<file path="src/bed_pkg.sv">
// Shared types and constants for the backslash escape decoder.
`default_nettype none

package bed_pkg;

    typedef enum logic [1:0] {
        REQ_TEXT    = 2'd0,
        REQ_ARG_END = 2'd1,
        REQ_CMD_END = 2'd2,
        REQ_NONE    = 2'd3
    } req_t;

    localparam int unsigned REG_ESCAPE_ENABLE    = 0;
    localparam int unsigned REG_TRAILING_NEWLINE = 1;

    typedef struct packed {
        logic [7:0] byte_out;
        logic       byte_valid;
        logic       last;
        logic       command_done;
    } result_t;

    // up to two results per transaction, first is always queued ahead of second
    typedef struct packed {
        logic [1:0] count;
        result_t    first;
        result_t    second;
    } dec_out_t;

endpackage : bed_pkg

`default_nettype wire

</file>
<file path="src/bed_decoder.sv">
// Escape decode state and per-transaction result generation.
`default_nettype none

module bed_decoder (
    input  wire logic              clk,
    input  wire logic              rst_n,
    input  wire logic              fire,
    input  wire logic [1:0]        req_type,
    input  wire logic [7:0]        char_in,
    input  wire logic              escape_enable,
    input  wire logic              trailing_newline,
    output bed_pkg::dec_out_t      dec
);
    import bed_pkg::*;

    localparam logic [7:0] CH_BACKSLASH = 8'h5C;
    localparam logic [7:0] CH_SPACE     = 8'h20;
    localparam logic [7:0] CH_NEWLINE   = 8'h0A;
    localparam logic [7:0] CH_ESC       = 8'h1B;
    localparam logic [7:0] CH_ZERO      = 8'h30;
    localparam logic [7:0] CH_SEVEN     = 8'h37;
    localparam logic [7:0] CH_C         = 8'h63;
    localparam logic [7:0] CH_X         = 8'h78;

    typedef enum logic [3:0] {
        MODE_PLAIN = 4'b0001,
        MODE_BSL   = 4'b0010,
        MODE_OCT   = 4'b0100,
        MODE_HEX   = 4'b1000
    } mode_t;

    // {hit, value}
    function automatic logic [4:0] hex_digit(input logic [7:0] c);
        logic [4:0] r;
        r = 5'd0;
        if (c >= 8'h30 && c <= 8'h39) r = {1'b1, c[3:0]};
        else if ((c >= 8'h61 && c <= 8'h66) || (c >= 8'h41 && c <= 8'h46))
            r = {1'b1, c[3:0] + 4'd9};
        return r;
    endfunction

    // {hit, code} for the named control escapes
    function automatic logic [8:0] named_escape(input logic [7:0] c);
        logic [8:0] r;
        r = 9'd0;
        unique case (c)
            8'h6E:   r = {1'b1, 8'h0A};
            8'h74:   r = {1'b1, 8'h09};
            8'h5C:   r = {1'b1, 8'h5C};
            8'h61:   r = {1'b1, 8'h07};
            8'h62:   r = {1'b1, 8'h08};
            8'h65:   r = {1'b1, CH_ESC};
            8'h66:   r = {1'b1, 8'h0C};
            8'h72:   r = {1'b1, 8'h0D};
            8'h76:   r = {1'b1, 8'h0B};
            default: r = 9'd0;
        endcase
        return r;
    endfunction

    mode_t      mode_reg, mode_next;
    logic [1:0] cnt_reg, cnt_next;
    logic [7:0] val_reg, val_next;
    logic       space_reg, space_next;
    logic       stop_reg, stop_next;

    logic [7:0] pb [2];
    logic [1:0] n;
    logic       done_f;
    logic       no_byte;
    logic [7:0] flush_byte;
    logic       flush_due;
    logic [4:0] hex;
    logic [8:0] code;
    logic [7:0] oct_val;
    logic [7:0] hex_val;
    logic [1:0] cnt_inc;
    logic       is_oct;

    always_comb
    begin
        mode_next  = mode_reg;
        cnt_next   = cnt_reg;
        val_next   = val_reg;
        space_next = space_reg;
        stop_next  = stop_reg;
        n          = 2'd0;
        pb[0]      = 8'd0;
        pb[1]      = 8'd0;
        done_f     = 1'b0;
        no_byte    = 1'b0;
        flush_due  = (mode_reg != MODE_PLAIN);
        flush_byte = (mode_reg == MODE_BSL) ? CH_BACKSLASH : val_reg;
        hex        = hex_digit(char_in);
        code       = named_escape(char_in);
        oct_val    = {val_reg[4:0], char_in[2:0]};
        hex_val    = {val_reg[3:0], hex[3:0]};
        cnt_inc    = cnt_reg + 2'd1;
        is_oct     = (char_in >= CH_ZERO) && (char_in <= CH_SEVEN);

        unique case (req_type)
            REQ_TEXT:
            begin
                if (!stop_reg)
                begin
                    if (space_reg)
                    begin
                        pb[n[0]] = CH_SPACE;
                        n = n + 2'd1;
                        space_next = 1'b0;
                    end
                    if (!escape_enable)
                    begin
                        if (flush_due)
                        begin
                            pb[n[0]] = flush_byte;
                            n = n + 2'd1;
                        end
                        mode_next = MODE_PLAIN;
                        cnt_next  = 2'd0;
                        val_next  = 8'd0;
                        pb[n[0]] = char_in;
                        n = n + 2'd1;
                    end
                    else
                    begin
                        unique case (mode_reg)
                            MODE_PLAIN:
                            begin
                                if (char_in == CH_BACKSLASH)
                                    mode_next = MODE_BSL;
                                else
                                begin
                                    pb[n[0]] = char_in;
                                    n = n + 2'd1;
                                end
                            end
                            MODE_BSL:
                            begin
                                mode_next = MODE_PLAIN;
                                if (code[8])
                                begin
                                    pb[n[0]] = code[7:0];
                                    n = n + 2'd1;
                                end
                                else if (char_in == CH_C)
                                    stop_next = 1'b1;
                                else if (char_in == CH_ZERO)
                                begin
                                    mode_next = MODE_OCT;
                                    cnt_next  = 2'd0;
                                    val_next  = 8'd0;
                                end
                                else if (char_in == CH_X)
                                begin
                                    mode_next = MODE_HEX;
                                    cnt_next  = 2'd0;
                                    val_next  = 8'd0;
                                end
                                else
                                begin
                                    pb[n[0]] = CH_BACKSLASH;
                                    n = n + 2'd1;
                                    pb[n[0]] = char_in;
                                    n = n + 2'd1;
                                end
                            end
                            MODE_OCT, MODE_HEX:
                            begin
                                if (mode_reg == MODE_OCT && is_oct)
                                begin
                                    val_next = oct_val;
                                    cnt_next = cnt_inc;
                                    if (cnt_inc == 2'd3)
                                    begin
                                        pb[n[0]] = oct_val;
                                        n = n + 2'd1;
                                        mode_next = MODE_PLAIN;
                                        cnt_next  = 2'd0;
                                        val_next  = 8'd0;
                                    end
                                end
                                else if (mode_reg == MODE_HEX && hex[4])
                                begin
                                    val_next = hex_val;
                                    cnt_next = cnt_inc;
                                    if (cnt_inc == 2'd2)
                                    begin
                                        pb[n[0]] = hex_val;
                                        n = n + 2'd1;
                                        mode_next = MODE_PLAIN;
                                        cnt_next  = 2'd0;
                                        val_next  = 8'd0;
                                    end
                                end
                                else
                                begin
                                    // early end: emit collected value, then decode as plain
                                    pb[n[0]] = val_reg;
                                    n = n + 2'd1;
                                    mode_next = MODE_PLAIN;
                                    cnt_next  = 2'd0;
                                    val_next  = 8'd0;
                                    if (char_in == CH_BACKSLASH)
                                        mode_next = MODE_BSL;
                                    else
                                    begin
                                        pb[n[0]] = char_in;
                                        n = n + 2'd1;
                                    end
                                end
                            end
                            default:
                            begin
                                mode_next = MODE_PLAIN;
                                cnt_next  = 2'd0;
                                val_next  = 8'd0;
                            end
                        endcase
                    end
                end
            end
            REQ_ARG_END:
            begin
                if (!stop_reg)
                begin
                    if (space_reg)
                    begin
                        pb[n[0]] = CH_SPACE;
                        n = n + 2'd1;
                    end
                    if (flush_due)
                    begin
                        pb[n[0]] = flush_byte;
                        n = n + 2'd1;
                    end
                    mode_next  = MODE_PLAIN;
                    cnt_next   = 2'd0;
                    val_next   = 8'd0;
                    space_next = 1'b1;
                end
            end
            REQ_CMD_END:
            begin
                if (!stop_reg)
                begin
                    if (flush_due)
                    begin
                        pb[n[0]] = flush_byte;
                        n = n + 2'd1;
                    end
                    if (trailing_newline)
                    begin
                        pb[n[0]] = CH_NEWLINE;
                        n = n + 2'd1;
                    end
                end
                if (n == 2'd0)
                begin
                    no_byte = 1'b1;
                    n = 2'd1;
                end
                done_f     = 1'b1;
                mode_next  = MODE_PLAIN;
                cnt_next   = 2'd0;
                val_next   = 8'd0;
                space_next = 1'b0;
                stop_next  = 1'b0;
            end
            default:
            begin
                n = 2'd0;
            end
        endcase
    end

    assign dec.count               = fire ? n : 2'd0;
    assign dec.first.byte_out      = pb[0];
    assign dec.first.byte_valid    = !no_byte;
    assign dec.first.last          = (n == 2'd1);
    assign dec.first.command_done  = done_f && (n == 2'd1);
    assign dec.second.byte_out     = pb[1];
    assign dec.second.byte_valid   = 1'b1;
    assign dec.second.last         = 1'b1;
    assign dec.second.command_done = done_f;

    always_ff @(posedge clk or negedge rst_n)
    begin
        if (!rst_n)
        begin
            mode_reg  <= MODE_PLAIN;
            cnt_reg   <= 2'd0;
            val_reg   <= 8'd0;
            space_reg <= 1'b0;
            stop_reg  <= 1'b0;
        end
        else if (fire)
        begin
            mode_reg  <= mode_next;
            cnt_reg   <= cnt_next;
            val_reg   <= val_next;
            space_reg <= space_next;
            stop_reg  <= stop_next;
        end
    end

endmodule : bed_decoder

`default_nettype wire

</file>
<file path="src/backslash_escape_decoder.sv">
// Top level: config registers, escape decoder and output result queue.
//
// Input channel (in_valid/in_ready) carries one transaction per item:
// req_type selects text byte, end of argument or end of command, char_in
// holds the byte. Output channel (out_valid/out_ready) carries decoded
// results: byte_out, byte_valid, last (final result of one input) and
// command_done (final result of an end of command).
// Each input yields zero, one or two results. Decoding is done in the
// accept cycle and the results land in a 4-entry queue; the first result
// is visible on the output in the cycle after acceptance if the queue was empty.
// Throughput: one input per cycle while each yields at most one result
// and the receiver takes one result per cycle; the output side moves one
// result per cycle, so two-result inputs set the sustained rate.
// in_ready is high while the queue has room for two results; when the
// receiver stalls the queue fills and in_ready drops, nothing is lost.
// Reset clears the queue and decode state; escape_enable resets to 0,
// trailing_newline to 1. Registers sit at APB byte addresses 0 and 4.
`default_nettype none

module backslash_escape_decoder (
    input  wire logic        clk,
    input  wire logic        rst_n,
    input  wire logic        in_valid,
    output logic             in_ready,
    input  wire logic [1:0]  req_type,
    input  wire logic [7:0]  char_in,
    output logic             out_valid,
    input  wire logic        out_ready,
    output logic [7:0]       byte_out,
    output logic             byte_valid,
    output logic             last,
    output logic             command_done,
    input  wire logic        psel,
    input  wire logic        penable,
    input  wire logic        pwrite,
    input  wire logic [2:0]  paddr,
    input  wire logic [31:0] pwdata,
    output logic [31:0]      prdata,
    output logic             pready
);
    import bed_pkg::*;

    localparam int unsigned QUEUE_DEPTH = 4;
    localparam int unsigned PTR_W       = $clog2(QUEUE_DEPTH);
    localparam int unsigned CNT_W       = $clog2(QUEUE_DEPTH + 1);

    logic             esc_en_reg;
    logic             newline_reg;
    logic             cfg_wr;
    logic             fire;
    logic             pop;
    dec_out_t         dec;
    result_t          queue_reg [QUEUE_DEPTH];
    logic [PTR_W-1:0] wp_reg, rp_reg;
    logic [CNT_W-1:0] cnt_reg, cnt_next;
    logic [PTR_W-1:0] wp_inc;

    assign pready = 1'b1;
    assign cfg_wr = psel && penable && pwrite;
    assign prdata = (paddr[2] == 1'(REG_TRAILING_NEWLINE)) ? {31'd0, newline_reg}
                                                           : {31'd0, esc_en_reg};

    always_ff @(posedge clk or negedge rst_n)
    begin
        if (!rst_n)
        begin
            esc_en_reg  <= 1'b0;
            newline_reg <= 1'b1;
        end
        else if (cfg_wr)
        begin
            if (paddr[2] == 1'(REG_ESCAPE_ENABLE))
                esc_en_reg <= pwdata[0];
            else
                newline_reg <= pwdata[0];
        end
    end

    assign in_ready = (cnt_reg <= CNT_W'(QUEUE_DEPTH - 2));
    assign fire     = in_valid && in_ready;
    assign out_valid = (cnt_reg != '0);
    assign pop      = out_valid && out_ready;

    bed_decoder u_decoder (
        .clk              (clk),
        .rst_n            (rst_n),
        .fire             (fire),
        .req_type         (req_type),
        .char_in          (char_in),
        .escape_enable    (esc_en_reg),
        .trailing_newline (newline_reg),
        .dec              (dec)
    );

    assign wp_inc   = wp_reg + PTR_W'(1);
    assign cnt_next = cnt_reg + CNT_W'(dec.count) - CNT_W'(pop);

    always_ff @(posedge clk)
    begin
        if (dec.count != 2'd0)
            queue_reg[wp_reg] <= dec.first;
        if (dec.count == 2'd2)
            queue_reg[wp_inc] <= dec.second;
    end

    always_ff @(posedge clk or negedge rst_n)
    begin
        if (!rst_n)
        begin
            wp_reg  <= '0;
            rp_reg  <= '0;
            cnt_reg <= '0;
        end
        else
        begin
            wp_reg  <= wp_reg + PTR_W'(dec.count);
            cnt_reg <= cnt_next;
            if (pop)
                rp_reg <= rp_reg + PTR_W'(1);
        end
    end

    assign byte_out     = queue_reg[rp_reg].byte_out;
    assign byte_valid   = queue_reg[rp_reg].byte_valid;
    assign last         = queue_reg[rp_reg].last;
    assign command_done = queue_reg[rp_reg].command_done;

    a_queue_bound: assert property (@(posedge clk) disable iff (!rst_n)
        cnt_reg <= CNT_W'(QUEUE_DEPTH))
        else $error("result queue overflow");

    a_cmd_end_result: assert property (@(posedge clk) disable iff (!rst_n)
        fire && (req_type == REQ_CMD_END) |=> cnt_reg != '0)
        else $error("end of command produced no result");

    a_ignored_req: assert property (@(posedge clk) disable iff (!rst_n)
        fire && (req_type == REQ_NONE) |=> cnt_reg <= $past(cnt_reg))
        else $error("ignored request produced a result");

    a_cmd_end_last: assert property (@(posedge clk) disable iff (!rst_n)
        out_valid && command_done |-> last)
        else $error("command_done without last");

endmodule : backslash_escape_decoder

`default_nettype wire

</file>
<file path="config.mk">
export PLATFORM = sky130hd
export DESIGN_NAME = backslash_escape_decoder
export DESIGN_NICKNAME = d
export VERILOG_FILES = /design/src/bed_pkg.sv /design/src/bed_decoder.sv /design/src/backslash_escape_decoder.sv
export SDC_FILE = /design/constraint.sdc
export NUM_CORES = 1
export LEC_CHECK = 0
export BUFFER_PORTS_ARGS = -buffer_cell sky130_fd_sc_hd__buf_2
export CORE_ASPECT_RATIO = 1.4
export CORE_UTILIZATION = 53
export DETAILED_ROUTE_END_ITERATION = 10
export GPL_TIMING_DRIVEN = 1
export PLACE_DENSITY_LB_ADDON = 0.15
export SYNTH_ARGS = -nofsm -noshare
export SYNTH_HDL_FRONTEND = slang
export SYNTH_SLANG_ARGS = --single-unit
</file>
<file path="constraint.sdc">
create_clock -name clk -period 3.8 [get_ports clk]
set_clock_uncertainty 0.1 [all_clocks]
set_input_delay 0.19 -clock clk [delete_from_list [all_inputs] [get_ports clk]]
set_output_delay 0.19 -clock clk [all_outputs]
set_load 0.01 [all_outputs]
</file>
==> flow_summary.toml, run 1 <==
[power]
switching_share = 0.439
power.switching_mw = 1.69
leakage_nw = 2.77
power.share.clock = 0.218
p_per_area_mw_per_mm2 = 541
p_int_mw = 2.16
seqPwrFrac = 0.283
irDropWorstVdd_mv = 0.310
pwr-share-comb = 0.499

[die]
num_io_pins = 98
die_h_um = 132
start_util = 0.545
design.die.area_mm2 = 0.0126
std_cell_rows = 47
die_w_um = 95.1
coreArea_mm2 = 0.0118

[clock_network]
clock_path_buffers = 2
numCtsBuffers = 9
post-cts-setup-buffer-count = 0
tritoncts = "built"
cts.sinks = 69
cts_root_buf = "clkbuf_16"
clk_latency_ns = 0.34
clkTransAtPathRegs_ns = 0.06
cts_max_level = 3

[route]
drt_iter0_drc = 677
drt-met1-wl_um = 7830
top_layer = "met4"
route.met3.wl_um = 1530
route.met2.wl_um = 10900
dr_total_vias = 6443
ant_nets = 0
drc = 0
avgViaCountPerCell = 6.82
dr.pass1.iters = 6
detail_route.wl_per_cell_um = 22.6
routed_wl_um = 21400

[setup_path]
r2r_slack_ns = 0.1
crit_path_top_delay_cell = "dfstp_2"
path_max_fanout = 6
r2r_cells = 11
criticalPathCategory = "flip-flop to flip-flop"
startpoint = "u_decoder.mode_reg[0]"
crit_path_end_kind = "flip-flop"
worstReg2RegEnd = "queue_reg[3][9]"
crit_family = "simple AND/OR/NAND/NOR gates"
max_stage_delay_ns = 0.53
cp_cell_sequence = "or4b_4 > ha_1 > or3b_2 > a22oi_2 > o2111ai_1 > mux2i_1 > a32o_2 > nand3_2 > or2_2 > buf_4 > o32ai_1"
cp.depth = 11
r2r-start = "u_decoder.mode_reg[0]"
setup.worst_path.start_class = "flip-flop"
crit_path_end = "queue_reg[3][9]"
arrival_ns = 3.72
cp_num_buf_inv = 1
crit_required_ns = 3.82

[outcome]
outcome = "completed"

[global_route]
grt_max_degree = 29
antenna_found_initial = 0
overflow = 0
grt_use_total = 0.349
first_global_vias = 6088
grt_pass1_wl_um = 33500

[sta]
hold_ws_ns = 0.0802
drv_slew = 0
min_period_ns = 3.70
tightest_slew_ns = 0.822
setup_violations = 0
fin_crit_sh = 0.974
finalHoldViolCount = 0
max_slew_margin = 0.447
max_freq_mhz = 270

[place]
placedInstanceArea_mm2 = 0.00676
gp_congestion = 0.959
io_buffers = 32
dp_hpwl_um = 16400

[synthesis]
netlist.area_leader.share = 0.168
synthCells = 767
ys.flop_type = "edfxtp_1"
yosysWarnings = 0
yosysMostFrequentCell = "nand2_1"
synth_area_per_cell_um2 = 8.39
synth_common_cells = "nand2_1, a21oi_1, nor2_1"
synth_edf_count = 36
ys_seq_area_frac = 0.290
synth.distinct_cells = 91
synth_top_area_cell = "edfxtp_1"
ys_ff_latch = 69
syn-cell-area_mm2 = 0.00644
synthTopCellsByArea = "edfxtp_1, dfrtp_1, a21oi_1"
synthArstFlopShare = 0.362

[finish]
largest_reg_flops = 44
design_area_mm2 = 0.00713
areaGrowthSynthToFinish_pct = 10.8
layout-drive-gt1-share = 0.184
diodes = 0
layout.nets = 868
fill_cells = 1073

[hold_path]
hp-class = "input port to flip-flop"

[run]
drv_cap = 0
-- logic make-up after synthesis --
| family | share of synthesized area |
|---|---|
| AO/OA/AOI/OAI | 0.296 |
| AND/OR/NAND/NOR | 0.198 |
| buffers and inverters | 0.0968 |
| flip-flops | 0.290 |
| multiplexers | 0.0595 |
| adder cells (fa/ha/maj) | 0.0459 |
| XOR/XNOR | 0.0122 |
| other | 0.00117 |
-- per-stage QoR --
step	setup slack (ns)	utilization	power [mW]	cells	TNS (ns)
floorplan	0.0255	-	2.41	797	0
global placement	0.0796	0.572	2.91	926	0
detailed placement	0.0103	0.572	2.97	926	0
CTS	0.0236	0.600	3.81	945	0
global route	-0.000324	0.603	4.10	945	-0.000324
finish	0.0992	0.603	3.86	945	0
-- timing repair --
| item | in CTS | in global routing |
|---|---|---|
| pin swaps | 0 | 1 |
| resized for setup | 2 | 8 |
| cloned | 0 | 0 |
| endpoints found under the setup margin | 9 | 66 |
| hold endpoints to repair | 25 | 0 |
| hold buffers | 3 | 0 |
-- cell usage in the layout, fill, tap and decap left out, types with 4 or more instances in the layout --
| cell type | count |
|---|---|
| nand2_1 | 68 |
| a21oi_1 | 55 |
| nor2_1 | 53 |
| buf_4 | 47 |
| o21ai_0 | 40 |
| edfxtp_1 | 36 |
| conb_1 | 32 |
| buf_2 | 32 |
| inv_1 | 23 |
| dfrtp_1 | 23 |
| ha_1 | 22 |
| o22ai_1 | 21 |
| nand3_1 | 17 |
| a31oi_1 | 17 |
| nor3_1 | 16 |
| o31ai_1 | 16 |
| a22o_1 | 13 |
| nor2b_1 | 12 |
| mux4_2 | 11 |
| nand2b_1 | 11 |
| clkbuf_16 | 10 |
| mux2i_1 | 9 |
| a22oi_1 | 9 |
| or3_1 | 8 |
| nand4_1 | 8 |
| dfxtp_1 | 8 |
| and3_1 | 7 |
| a21o_1 | 7 |
| o211ai_1 | 7 |
| o32ai_1 | 7 |
| and2_1 | 6 |
| o2111ai_1 | 6 |
| xnor2_1 | 6 |
| a32oi_1 | 6 |
| o21bai_1 | 5 |
| a221o_1 | 4 |
| a211oi_1 | 4 |
| a221oi_1 | 4 |
| mux2_2 | 4 |
| a2bb2oi_1 | 4 |
-- worst min-delay path, delay by kind of cell --
family / cells / cell delay, ns
simple gates: 2 / 0.11
buf+inv: 1 / 0.11
compound gates: 1 / 0.07
-- power groups by stage --
stage / registers, mW / clock network, mW / logic (mW)
3_3_place_gp: 1.10 / 0 / 1.81
6_report: 1.09 / 0.840 / 1.93
3_5_place_dp: 1.11 / 0 / 1.86
5_1_grt: 1.11 / 0.886 / 2.10
2_1_floorplan: 0.996 / 0 / 1.41
4_1_cts: 1.09 / 0.845 / 1.87
-- cell type report --
cell class                 instances  area [µm²]  share of cell area
multi-input combinational        604        4110               0.577
clock buffer                      10         250              0.0351
clock inverter                     6        48.8             0.00685
tap                              147         184              0.0258
inverter                          26        98.8              0.0139
timing repair buffer              83         563              0.0790
sequential                        69        1870               0.262
-- per-layer routing --
layer	track usage	vias to the layer above
li1	-	2918
met1	0.408	3075
met2	0.588	372
met3	0.0594	78
met4	0.196	0
met5	0	-
-- worst min-delay path by stage --
stage | startpoint | to | slack (ns) | cells after the start
after floorplan | rst_n | cnt_reg[0] | -0.21 | 0
after global placement | rst_n | u_decoder.space_reg | 0.15 | 1
after detailed placement | rst_n | u_decoder.mode_reg[1] | 0.16 | 1
after CTS | paddr[2] | esc_en_reg | 0.08 | 4
after global routing | paddr[2] | esc_en_reg | 0.08 | 4
final | paddr[2] | esc_en_reg | 0.08 | 4
(Power assumes the default switching activity.)
==> run 2: changes to the inputs <==
Settings changed: CORE_UTILIZATION 53 to 30.
==> run 2 against run 1 <==
  * The flow now finishes with violations (DRC)
  * Wire length up 7.7%
  * Register-to-register slack about the same
  * Maximum frequency up 0.27%
  * Utilization decreased by 26 points
  * Cell count rose by 12%
  * Final area grew 3.1%
  * Setup slack gained 0.010 ns
  * Via count is 2.4% lower
  * Critical path type unchanged
  * Highest routed layer unchanged
==> flow_summary.toml, run 2 (synthesis results as in run 1) <==
[route]
dr_total_vias = 6290
avgViaCountPerCell = 5.93
ant_nets = 0
drc = 2
detail_route.wl_per_cell_um = 21.7
dr.pass1.iters = 8
routed_wl_um = 23000
drt_iter0_drc = 653

[setup_path]
worstReg2RegEnd = "queue_reg[3][3]"
max_stage_delay_ns = 0.53
path_max_fanout = 8
crit_path_end_kind = "flip-flop"
crit_required_ns = 3.79
r2r_cells = 11
crit_path_top_delay_cell = "dfstp_2"
r2r_slack_ns = 0.11
r2r-start = "u_decoder.mode_reg[0]"
criticalPathCategory = "flip-flop to flip-flop"
setup.worst_path.start_class = "flip-flop"
cp_cell_sequence = "or4b_4 > ha_1 > or3b_2 > a22oi_2 > o2111ai_1 > mux2i_1 > a32o_2 > a211o_2 > buf_4 > nor2_1 > a22o_1"
arrival_ns = 3.68

[clock_network]
clkTransAtPathRegs_ns = 0.05
clk_latency_ns = 0.34
cts_root_buf = "clkbuf_16"
cts.sinks = 69
cts_max_level = 3
numCtsBuffers = 9
clock_path_buffers = 2
tritoncts = "built"

[hold_path]
holdPathEnd = "esc_en_reg"
hold_path_startpoint = "paddr[2]"
hp-class = "input port to flip-flop"
hold_path_depth = 4

[sta]
setup_tns_ns = 0
finalHoldViolCount = 0
max_slew_margin = 0.457
fin_crit_sh = 0.971
setup_slack_ns = 0.109
tightest_slew_ns = 0.813
drv_slew = 0
hold_ws_ns = 0.0707
setup_violations = 0
min_period_ns = 3.69
max_freq_mhz = 271
rsz0062_at_grt = "true"

[global_route]
antenna_found_initial = 0
overflow = 0
grt_use_total = 0.212
grt_pass1_wl_um = 35900
first_global_vias = 6156
grt_max_degree = 38

[outcome]
violations = "DRC"
outcome = "complete, but fails checks"

[finish]
layout_common_cells = "nand2_1, a21oi_1, nor2_1"
layout-drive-gt1-share = 0.186
largest_reg_flops = 44
fill_cells = 2183
design_area_mm2 = 0.00735
diodes = 0
areaGrowthSynthToFinish_pct = 14.2
layout_commonest_cell = "nand2_1"
layout.nets = 872

[place]
io_buffers = 32
dpl_worst_slack_ns = -0.00322
placedInstanceArea_mm2 = 0.00693
gp_congestion = 0.947
dp_hpwl_um = 18000

[die]
start_util = 0.305
die_w_um = 126
num_io_pins = 98
design.die.area_mm2 = 0.0221
die_h_um = 175
std_cell_rows = 63
coreArea_mm2 = 0.0211

[power]
finalPower_mw = 4.03
power.share.clock = 0.238
irDropWorstVdd_mv = 0.235
p_per_area_mw_per_mm2 = 549
leakage_nw = 2.82
pwr-share-comb = 0.489
seqPwrFrac = 0.273
p_int_mw = 2.34
power.switching_mw = 1.70
switching_share = 0.420

[run]
drv_cap = 0
-- run 2: cell types whose count changed in the layout (fill, tap and decap cells not counted), sizes merged --
cell	previous run	this run
clkinvlp	1	0
buf	80	84
clkinv	4	6
clkbuf	10	9
inv	27	23
bufinv	0	3
-- run 2: power groups by stage --
stage	Clock [mW]	Sequential, mW	Combinational (mW)
after CTS	0.989	1.11	1.94
after global placement	0	1.11	1.91
after detailed placement	0	1.12	1.93
final	0.959	1.10	1.97
after floorplan	0	0.996	1.41
after global routing	1.01	1.13	2.15
-- run 2: cell type report --
type	count	area, µm²	share of cell area
Clock buffer	9	225	0.0306
Inverter	26	98.8	0.0134
Multi-Input combinational cell	604	4110	0.560
Sequential cell	69	1870	0.254
Timing Repair Buffer	87	606	0.0824
Clock inverter	6	113	0.0153
Tap cell	260	325	0.0443
-- run 2: worst max path at each step --
stage | startpoint | end | slack (ns) | depth (start not counted)
after detailed placement | u_decoder.mode_reg[0] | queue_reg[3][3] | -0.003 | 10
after floorplan | u_decoder.mode_reg[0] | queue_reg[2][0] | 0.03 | 13
final | u_decoder.mode_reg[0] | queue_reg[3][3] | 0.11 | 11
after global placement | u_decoder.mode_reg[0] | queue_reg[3][6] | -0.003 | 10
after CTS | u_decoder.mode_reg[0] | queue_reg[0][6] | 0.007 | 10
after global routing | u_decoder.mode_reg[0] | queue_reg[0][8] | -0.03 | 11
-- run 2: per-layer routing --
metal  GRT usage  up-vias  share of wire
li1            -     2914              -
met1       0.237     3026           0.39
met2       0.380      293           0.51
met3      0.0295       57          0.052
met4       0.128        0          0.052
met5           0        -              0
-- run 2: stage by stage --
| stage | instances | util |
|---|---|---|
| 2_1_floorplan | 797 | - |
| 3_3_place_gp | 1042 | 0.328 |
| 3_5_place_dp | 1042 | 0.328 |
| 4_1_cts | 1060 | 0.346 |
| 5_1_grt | 1061 | 0.348 |
| 6_report | 1061 | 0.348 |
-- run 2: repair_timing --
action                                  CTS  global route
setup buffers                             0             1
hold endpoints to repair                 26             0
gates resized for setup                   2             9
pin swaps                                 0             2
hold buffers                              3             0
endpoints found under the setup margin    9            69
-- run 2: critical path: cells and delay by family, from the launching register on --
kind,cells,cell delay [ns]
AOI/OAI and AO/OA,5,1.10
and+or+nand+nor,3,1.04
DFF,1,0.53
adders and majority gates,1,0.30
muxes,1,0.19
buffers and inverters,1,0.19
==> run 3: changes to the inputs <==
Settings changed: SETUP_SLACK_MARGIN set to 0.4.
==> run 3 against run 2 <==
  * Sequential share of layout area fell by 1.8 points
  * Utilization rose by 2.7 points
  * Sequential power barely moved
  * Setup slack improved by 0.17 ns
  * Hold slack improved by 0.0047 ns
  * Global-route usage rose by 1.4 points
  * The run now ends clean
  * First-iteration DRC count fell by 26%
==> flow_summary.toml, run 3 (synthesis results as in run 1) <==
[outcome]
outcome = "completed"

[clock_network]
cts_root_buf = "clkbuf_16"
numCtsBuffers = 9
clkTransAtPathRegs_ns = 0.06
clock_path_buffers = 2
cts.sinks = 69
cts_max_level = 3
tritoncts = "built"
clk_latency_ns = 0.35

[sta]
max_slew_margin = 0.396
drv_slew = 0
finalHoldViolCount = 0
fin_crit_sh = 0.927
rsz0062_at_grt = "true"
max_freq_mhz = 284
setup_tns_ns = 0
tightest_slew_ns = 0.905
min_period_ns = 3.52
setup_violations = 0

[setup_path]
max_stage_delay_ns = 0.53
crit_required_ns = 3.75
cp_cell_sequence = "or4b_4 > ha_4 > or3b_4 > a22oi_2 > o2111ai_1 > mux2i_1 > a32o_2 > a211o_4 > buf_12 > or2_4 > o22ai_2"
crit_path_end_kind = "flip-flop"
arrival_ns = 3.47
cp_num_buf_inv = 1
path_max_fanout = 5
criticalPathCategory = "flip-flop to flip-flop"
crit_path_top_delay_cell = "dfstp_2"
setup.worst_path.start_class = "flip-flop"
crit_family = "simple AND/OR/NAND/NOR gates"

[finish]
layout-drive-gt1-share = 0.254
fin_util = 0.375
layout_common_cells = "nand2_1, a21oi_1, buf_4"
layout.nets = 888
largest_reg_flops = 44
diodes = 0
areaGrowthSynthToFinish_pct = 23.0
fin_cells = 1078
layout_commonest_cell = "nand2_1"

[place]
post-place-cells = 1038
io_buffers = 32
dp_hpwl_um = 18400
gp_congestion = 0.948

[global_route]
antenna_found_initial = 0
grt_max_degree = 48
grt_pass1_wl_um = 37900
overflow = 0
grt_use_total = 0.226
first_global_vias = 6370

[die]
start_util = 0.305
die_h_um = 175
std_cell_rows = 63
num_io_pins = 98
design.die.area_mm2 = 0.0221
die_w_um = 126
coreArea_mm2 = 0.0211

[power]
seqPwrFrac = 0.257
p_int_mw = 2.42
switching_share = 0.434
power.switching_mw = 1.85
leakage_nw = 2.95
irDropWorstVdd_mv = 0.280
pwr-share-comb = 0.529
power.share.clock = 0.214
p_per_area_mw_per_mm2 = 539

[route]
drc = 0
routed_wl_um = 24800
detail_route.wl_per_cell_um = 23.0
dr_total_vias = 6450
drt_iter0_drc = 482
dr.pass1.iters = 5
ant_nets = 0
avgViaCountPerCell = 5.98

[run]
drv_cap = 0

[hold_path]
hp-class = "input port to flip-flop"
-- run 3: cell types whose count changed in the layout (fill, tap and decap cells not counted), moves of 3 or more --
cell     delta
o22ai_1    -18
o22ai_2    +17
buf_6       +8
nor2_1      -6
nand2_8     +5
or2_4       +5
o32ai_1     -4
buf_4       +3
ha_1        -3
nor2_2      +3
nor2_4      +3
o32ai_2     +3
or2_1       -3
-- run 3: final cells by class --
type	count	area [µm²]
multi-input cells	607	4540
fillers	2169	13200
repair buffers	100	763
flip-flops and latches	69	1870
clock buffers	10	229
clock inverters	6	87.6
inverters	26	100
well taps	260	325
-- run 3: metrics by stage --
stage               power [mW]  area [µm²]  worst slack (ns)  hold WS, ns
floorplan                 2.49        6710             0.360       -0.206
global placement          3.08        6990             0.234        0.153
detailed placement        3.10        6990             0.205        0.165
CTS                       4.13        7570             0.290       0.0641
global route              4.53        7920             0.156       0.0989
finish                    4.27        7920             0.276       0.0754
-- run 3: tightest hold or removal path: cells and delay by family --
family,cells,cell delay (ns)
AO/OA/AOI/OAI,1,0.07
AND/OR/NAND/NOR,2,0.11
buffers and inverters,1,0.11
-- run 3: routing by layer --
metal / vias to the layer above / GRT usage / share of wire
li1: 2970 / - / -
met1: 3168 / 0.255 / 0.39
met2: 238 / 0.415 / 0.52
met3: 74 / 0.0305 / 0.038
met4: 0 / 0.114 / 0.045
met5: - / 0 / 0
-- run 3: repair_timing --
action                     4_1_cts  5_1_grt
setup endpoints to repair       76       81
hold endpoints to repair        26        0
gates cloned                     1        3
pin swaps                       21       19
resized for setup               28       40
buffers inserted                10        7
hold buffers                     3        0
-- run 3: power groups by stage --
stage               Combinational (mW)  Sequential, mW  Clock, mW
detailed placement                1.99            1.11          0
global placement                  1.98            1.10          0
CTS                               2.10            1.10      0.931
global route                      2.44            1.12      0.968
finish                            2.26            1.10      0.914
floorplan                         1.49            1.00          0
-- run 3: final timing paths --
| path | end | slack [ns] | from | depth (start not counted) |
|---|---|---|---|---|
| min reg2reg | queue_reg[0][1] | 0.36 | queue_reg[0][1] | 1 |
| max reg2reg | queue_reg[1][10] | 0.28 | u_decoder.mode_reg[0] | 11 |
| min in group asynchronous | esc_en_reg | 0.31 | rst_n | 2 |
| max in group asynchronous | wp_reg[0] | 2.82 | rst_n | 2 |
| max | queue_reg[1][10] | 0.28 | u_decoder.mode_reg[0] | 11 |
| min | esc_en_reg | 0.08 | paddr[2] | 4 |
